==> config.mk <==
export PLATFORM = sky130hd
export DESIGN_NAME = glzw_ctrl
export DESIGN_NICKNAME = d
export VERILOG_FILES = /design/src/rtl/core/glzw_pkg.sv /design/src/rtl/core/glzw_ctrl.sv
export SDC_FILE = /design/constraint.sdc
export NUM_CORES = 1
export LEC_CHECK = 0
export ABC_AREA = 0
export ABC_CLOCK_PERIOD_IN_PS = 2200
export BUFFER_PORTS_ARGS = -buffer_cell sky130_fd_sc_hd__clkbuf_2
export CAP_MARGIN = 20
export CORE_UTILIZATION = 25
export DETAILED_ROUTE_END_ITERATION = 7
export PLACE_DENSITY = 0.55
export SETUP_SLACK_MARGIN = 0.2
export SLEW_MARGIN = 10
export SYNTH_ARGS = -nofsm -noshare
export SYNTH_HDL_FRONTEND = slang
export SYNTH_SLANG_ARGS = --single-unit
export TNS_END_PERCENT = 50
==> constraint.sdc <==
create_clock -name clk -period 2.2 [get_ports clk]
set_clock_uncertainty 0.05 [all_clocks]
set_input_delay 0.33 -clock clk [delete_from_list [all_inputs] [get_ports clk]]
set_output_delay 0.33 -clock clk [all_outputs]
set_load 0.005 [all_outputs]
==> src/rtl/core/glzw_pkg.sv <==
// ----------------------------------------------------------------------------
// glzw_pkg: shared definitions for the GIF LZW decoder
// Command and status codes, default sizes and the control/status records
// that join the controller and the datapath.
// ----------------------------------------------------------------------------
package glzw_pkg;

  // Default sizes handed to the top level parameters.
  localparam int DICT_ENTRIES_DEF  = 4096;
  localparam int MAX_CODE_BITS_DEF = 12;
  localparam int STACK_DEPTH_DEF   = 4096;

  // Reset value of the minimum code size register.
  localparam logic [3:0] MIN_SIZE_RESET = 4'd8;

  // Request commands.
  localparam logic [1:0] CMD_PUSH    = 2'd0;
  localparam logic [1:0] CMD_PULL    = 2'd1;
  localparam logic [1:0] CMD_RESTART = 2'd2;

  // Result status codes.
  localparam logic [2:0] ST_BYTE     = 3'd0;
  localparam logic [2:0] ST_TAKEN    = 3'd1;
  localparam logic [2:0] ST_REFUSED  = 3'd2;
  localparam logic [2:0] ST_NEED     = 3'd3;
  localparam logic [2:0] ST_END_CODE = 3'd4;
  localparam logic [2:0] ST_END_DATA = 3'd5;
  localparam logic [2:0] ST_RESTART  = 3'd6;

  // Source of a result written to the output register.
  typedef enum logic [1:0] {
    SEL_SIMPLE,
    SEL_NOCODE,
    SEL_END,
    SEL_PIXEL
  } emit_sel_t;

  // Commands from the controller to the datapath.
  typedef struct packed {
    logic      load_in;
    logic      do_simple;
    logic      clr_err;
    logic      take_code;
    logic      dict_clear;
    logic      fail;
    logic      push_lit;
    logic      start_walk;
    logic      start_kwk;
    logic      walk_read;
    logic      walk_push;
    logic      walk_term;
    logic      pop_read;
    logic      emit;
    emit_sel_t emit_sel;
  } glzw_cmd_t;

  // Status from the datapath to the controller.
  typedef struct packed {
    logic is_pull;
    logic stack_empty;
    logic stack_full;
    logic out_free;
    logic no_code;
    logic code_clear;
    logic code_end;
    logic prev_clr;
    logic code_lit;
    logic code_normal;
    logic code_kwk;
    logic walk_more;
  } glzw_stat_t;

endpackage

==> src/rtl/core/glzw_ctrl.sv <==
// ----------------------------------------------------------------------------
// glzw_ctrl: decoder controller
// Sequences pushes, restarts, code extraction, dictionary chain walks and
// stack pops, and decides when a result is written out.
// ----------------------------------------------------------------------------
module glzw_ctrl (
  input  logic                clk,
  input  logic                rst,
  input  logic                s_tvalid,
  output logic                s_tready,
  input  glzw_pkg::glzw_stat_t stat,
  output glzw_pkg::glzw_cmd_t  cmd
);
  import glzw_pkg::*;

  typedef enum logic [6:0] {
    S_IDLE      = 7'b0000001,
    S_DISPATCH  = 7'b0000010,
    S_EXTRACT   = 7'b0000100,
    S_WALK_RD   = 7'b0001000,
    S_WALK_DATA = 7'b0010000,
    S_POP_RD    = 7'b0100000,
    S_POP_OUT   = 7'b1000000
  } state_t;

  state_t state, state_next;

  assign s_tready = (state == S_IDLE);

  // Next state and command decode.
  always_comb begin
    state_next = state;
    cmd        = '0;
    cmd.emit_sel = SEL_SIMPLE;
    case (state)
      S_IDLE: begin
        if (s_tvalid) begin
          cmd.load_in = 1'b1;
          state_next  = S_DISPATCH;
        end
      end
      S_DISPATCH: begin
        if (stat.is_pull) begin
          cmd.clr_err = 1'b1;
          state_next  = stat.stack_empty ? S_EXTRACT : S_POP_RD;
        end else if (stat.out_free) begin
          cmd.do_simple = 1'b1;
          cmd.emit      = 1'b1;
          cmd.emit_sel  = SEL_SIMPLE;
          state_next    = S_IDLE;
        end
      end
      S_EXTRACT: begin
        if (stat.no_code) begin
          if (stat.out_free) begin
            cmd.emit     = 1'b1;
            cmd.emit_sel = SEL_NOCODE;
            state_next   = S_IDLE;
          end
        end else if (stat.code_clear) begin
          cmd.take_code  = 1'b1;
          cmd.dict_clear = 1'b1;
        end else if (stat.code_end) begin
          if (stat.out_free) begin
            cmd.take_code = 1'b1;
            cmd.emit      = 1'b1;
            cmd.emit_sel  = SEL_END;
            state_next    = S_IDLE;
          end
        end else begin
          cmd.take_code = 1'b1;
          if (stat.prev_clr) begin
            // First code after a clear must be a literal.
            if (stat.code_lit) begin
              cmd.push_lit = 1'b1;
              state_next   = S_POP_RD;
            end else begin
              cmd.fail = 1'b1;
            end
          end else if (stat.code_normal) begin
            cmd.start_walk = 1'b1;
            state_next     = S_WALK_RD;
          end else if (stat.code_kwk) begin
            cmd.start_kwk = 1'b1;
            state_next    = S_WALK_RD;
          end else begin
            cmd.fail = 1'b1;
          end
        end
      end
      S_WALK_RD: begin
        if (stat.walk_more) begin
          cmd.walk_read = 1'b1;
          state_next    = S_WALK_DATA;
        end else if (stat.stack_full) begin
          cmd.fail   = 1'b1;
          state_next = S_EXTRACT;
        end else begin
          cmd.walk_term = 1'b1;
          state_next    = S_POP_RD;
        end
      end
      S_WALK_DATA: begin
        if (stat.stack_full) begin
          cmd.fail   = 1'b1;
          state_next = S_EXTRACT;
        end else begin
          cmd.walk_push = 1'b1;
          state_next    = S_WALK_RD;
        end
      end
      S_POP_RD: begin
        cmd.pop_read = 1'b1;
        state_next   = S_POP_OUT;
      end
      S_POP_OUT: begin
        if (stat.out_free) begin
          cmd.emit     = 1'b1;
          cmd.emit_sel = SEL_PIXEL;
          state_next   = S_IDLE;
        end
      end
      default: begin
        state_next = S_IDLE;
      end
    endcase
  end

  // State register.
  always_ff @(posedge clk) begin
    if (rst) begin
      state <= S_IDLE;
    end else begin
      state <= state_next;
    end
  end

endmodule

# Yosys cells after proc, flatten, opt, wreduce, memory -nomap -nowiden
# Cells that the tools add are included.
# totals
regBits	7
inputBits	15
out_inout_bits	17
# classes
n_eq_ne	11
mux	58
reduce_logical	1
# op_table
op	n
$mux W7	11
$pmux W7 S7	1
$mux W3	9
$mux W1	26
$mux W6	3
$mux W4	3
$pmux W3 S3	1
$eq A7 B1 Y1 const B	1
$eq A7 B2 Y1 const B	1
$eq A7 B3 Y1 const B	1
$eq A7 B4 Y1 const B	1
$eq A7 B5 Y1 const B	1
$eq A7 B6 Y1 const B	1
$eq A7 B7 Y1 const B	1
$mux W2	3
$ne A6 B6 Y1 const B	1
$ne A5 B5 Y1 const B	1
$reduce_and A4 Y1	1
$ne A3 B3 Y1 const B	1
$pmux W1 S3	1
$ne A2 B2 Y1 const B	1

# Longest topological paths before layout
# depth
depth_word	7
mapped_depth	7

# Worst setup path before layout
# Ideal clock, no wire load.
# synth_path
kind	register to output
start	register state[1]
end	output cmd[2] (netlist bit)
t_arrival_ps	1729
t_required_ps	1820
setup_slack_ps	91
stages_incl_launch_ff	6
path_buffers	2
cell_sequence	dfxtp_1 buf_6 or4_4 or4b_1 buf_2 a31oi_1
# synth_rtl
element	line	source
start, declared	glzw_ctrl.sv:26	state_t state, state_next;
start signal, assigned	glzw_ctrl.sv:134	state <= state_next;
end, declared	glzw_ctrl.sv:12	output glzw_pkg::glzw_cmd_t cmd

==> metrics.txt <==
status=complete, but fails checks; failing checks=setup timing; GRT Total Usage=between 10% and 20%; total of max-cap violations=0; worst-margin pin slew=0.3212 ns; crit path max fanout=4; HPWL after DPL=about 1.6 mm; full die area=2889 µm²; Ys Warns=0; Pwr Total=around 0.60 mW; Pre-antenna DRT Iters=4; Synth cell types=38; post-synthesis async set-or-reset flop share=0%; vias in the first global route=roughly 760; Synth area leaders=dfxtp_1 (21%), nor2_1 (7.3%), a21oi_1 (4.5%); num rows=18; max reg flops=7; initial antenna violation count=0; sequential group share of total power=about a quarter; Peak VDD IR=0.4053 mV; unrepaired setup endpoints after global routing=yes; # diodes=0; slowest CP cell=or4_4; GRT met2 Usage=25.10%; met1 usage=a little over a fifth; Arr. time, crit path=1.90 ns; root buf cell=clkbuf_4; pre-CTS setup slack=~0.06 ns; grt met3 use=around 4.5%; Initial Utilization=26.78%; I/O pin count=32; CTS tree=done; Top reg by flops=state; R2R setup slack=-0.01 ns; Syn Area/Cell=7.121 µm²; top flop regs=state: 7 flops; Die W=about 54 µm; P&R area growth vs syn=66.73%; clk sinks=7; htree depth=1; Core Area=roughly 2500 µm²; Mapped Area=around 670 µm²; HP Start=rst; Sw Ratio=37.56%; first-pass GRT wire length=~3.3 mm; GR peak layer=met2; CP Cell Sequence=or4_4 -> or4b_4 -> a31oi_2 -> clkbuf_2; nets@finish=157; Final GP Congestion=between 0.8 and 0.9; Top FF cell, synth=dfxtp_1; quantity of hold-fixing buffers added after cts=0; count leader, synth=nor2_1; RR Endpoint=state[0]; Critical Path Max Stage Delay=between 0.5 and 0.6 ns; Worst-path clk slew=0.06 ns; Slew Limit Headroom=around 80%; top cell type by total area after synthesis=dfxtp_1; share of layout cells above drive strength 1=between 40% and 50%; initial DRC count=4; largest net degree at the start of global routing=9; DR WL/cell=about 13 µm; Final min period=roughly 2.3 ns; Final Hold Viols=0; Seq/Total Area, Yosys=20.93%; DRC=0; origin of the critical flop-to-flop path=state[0]; setup violators final=4; Min-Delay Endpoint=state[6]; Hold Path Class=input port to flip-flop; top cell type's share of synthesized area=a little over a fifth; clock latency at the later pin of the worst-skew pair=~0.25 ns; Crit. End Element=primary output; total congestion overflow=0; Post-Syn Nets=~110; vias per cell=about 5.1; Worst Hold Depth=2; Max Slew Vio Count=0; TritonCTS buffer count=3; top cells by count, synth=nor2_1 (13), dfxtp_1 (7), a21oi_1 (6), nand2_1 (6); Die H=around 54 µm; Max Buffers Root-to-Sink=2; Clock Power Share=19.5%; Fmax achieved=0.4393 GHz; reg2reg path depth=6; CP Launch Type=flip-flop; Crit path required time=roughly 1.8 ns; Post-synth EDFFs=0; IO Port Bufs=31; post-synthesis cell count=94; Power Dens Cells=roughly 540 nW/µm²; final wirelength=2.143 mm; crit path kind=flip-flop to primary output; Comb power frac=a little under three fifths; cell-internal power=approximately 0.37 mW; setup ws final=-0.07654 ns; post-route ant nets=0; flops & latches, synth=7; P_sw=about 0.23 mW; vias=871; LEAKAGE=about 0.48 nW; post-route clock period utilization=103.5%
[area by class of cell]
| type | count | area (µm²) |
|---|---|---|
| well taps | 30 | 37.54 |
| inverters | 5 | 18.77 |
| repair buffers | 46 | 279.0 |
| flip-flops and latches | 7 | 142.6 |
| fillers | 257 | 1384 |
| multi-input cells | 79 | 611.8 |
| clock buffers | 4 | 26.28 |
[layout by cell type (no fill, tap or decap), types with 2 or more instances in the layout]
cell type	count
and4_1	3
dfxtp_2	2
buf_6	3
dfxtp_1	5
a31oi_1	2
nor4_4	2
clkbuf_4	3
and2_1	4
clkbuf_2	31
xor2_1	2
nand2_1	5
nor2b_1	3
nor3_4	2
nand3_2	2
nand2b_1	2
o21ai_0	3
nor2_1	11
a21oi_1	6
and3_1	2
nand3_1	2
buf_4	12
inv_1	5
nor3_1	2
[what timing repair did]
action | CTS | global route
endpoints found under the hold margin | 0 | 0
endpoints found under the setup margin | 21 | 20
buffers inserted | 4 | 3
resized for setup | 19 | 10
pin swaps | 11 | 8
[stage by stage]
| step | utilization, % | std cells | instance area (µm²) | hold slack (ns) | TNS [ns] |
|---|---|---|---|---|---|
| 2_1_floorplan | - | 94 | 669.4 | 0.3516 | 0 |
| 6_report | 44.64 | 171 | 1116 | 0.2763 | -0.2248 |
| 3_3_place_gp | 36.09 | 160 | 902.1 | 0.5264 | 0 |
| 4_1_cts | 41.94 | 168 | 1049 | 0.2810 | -0.2143 |
| 3_5_place_dp | 36.09 | 160 | 902.1 | 0.5296 | 0 |
| 5_1_grt | 44.64 | 171 | 1116 | 0.2788 | -0.4138 |
[power by group through the flow]
stage          combinational [mW]  sequential [mW]  clock [mW]
2_1_floorplan               0.160            0.157           0
3_3_place_gp                0.254            0.152           0
3_5_place_dp                0.262            0.152           0
4_1_cts                     0.290            0.152       0.119
5_1_grt                     0.357            0.153       0.133
6_report                    0.331            0.152       0.117
[worst max-delay path: cells and delay by family, from the launching register on]
kind	cells	cell delay [ns]
AND/OR/NAND/NOR	2	1.07
flip-flops	1	0.31
AO/OA/AOI/OAI	1	0.14
buffers and inverters	1	0.13
[how the worst max path moves through the flow]
stage / end / slack (ns) / startpoint / cells past startpoint
finish: cmd[2] / -0.08 / state[0] / 4
global route: cmd[1] / -0.13 / state[0] / 4
CTS: cmd[2] / -0.08 / state[0] / 4
detailed placement: state[0] / 0.06 / state[0] / 6
global placement: cmd[2] / 0.09 / state[0] / 4
floorplan: cmd[2] / 0.09 / state[1] / 5
[per-layer routing]
| metal | share of wire, % | up-vias | routed length [µm] |
|---|---|---|---|
| met4 | 0 | 0 | 0 |
| met2 | 49 | 25 | 1044 |
| met5 | 0 | - | 0 |
| met3 | 4.9 | 0 | 105 |
| li1 | - | 444 | - |
| met1 | 46 | 402 | 993 |
[kinds of logic after synthesis]
logic type,share of synthesized area [%]
AO/OA/AOI/OAI,20.94
flip-flops,20.93
AND/OR/NAND/NOR,48.41
buffers and inverters,5.793
XOR/XNOR,3.926
(Power assumes the default switching activity.)
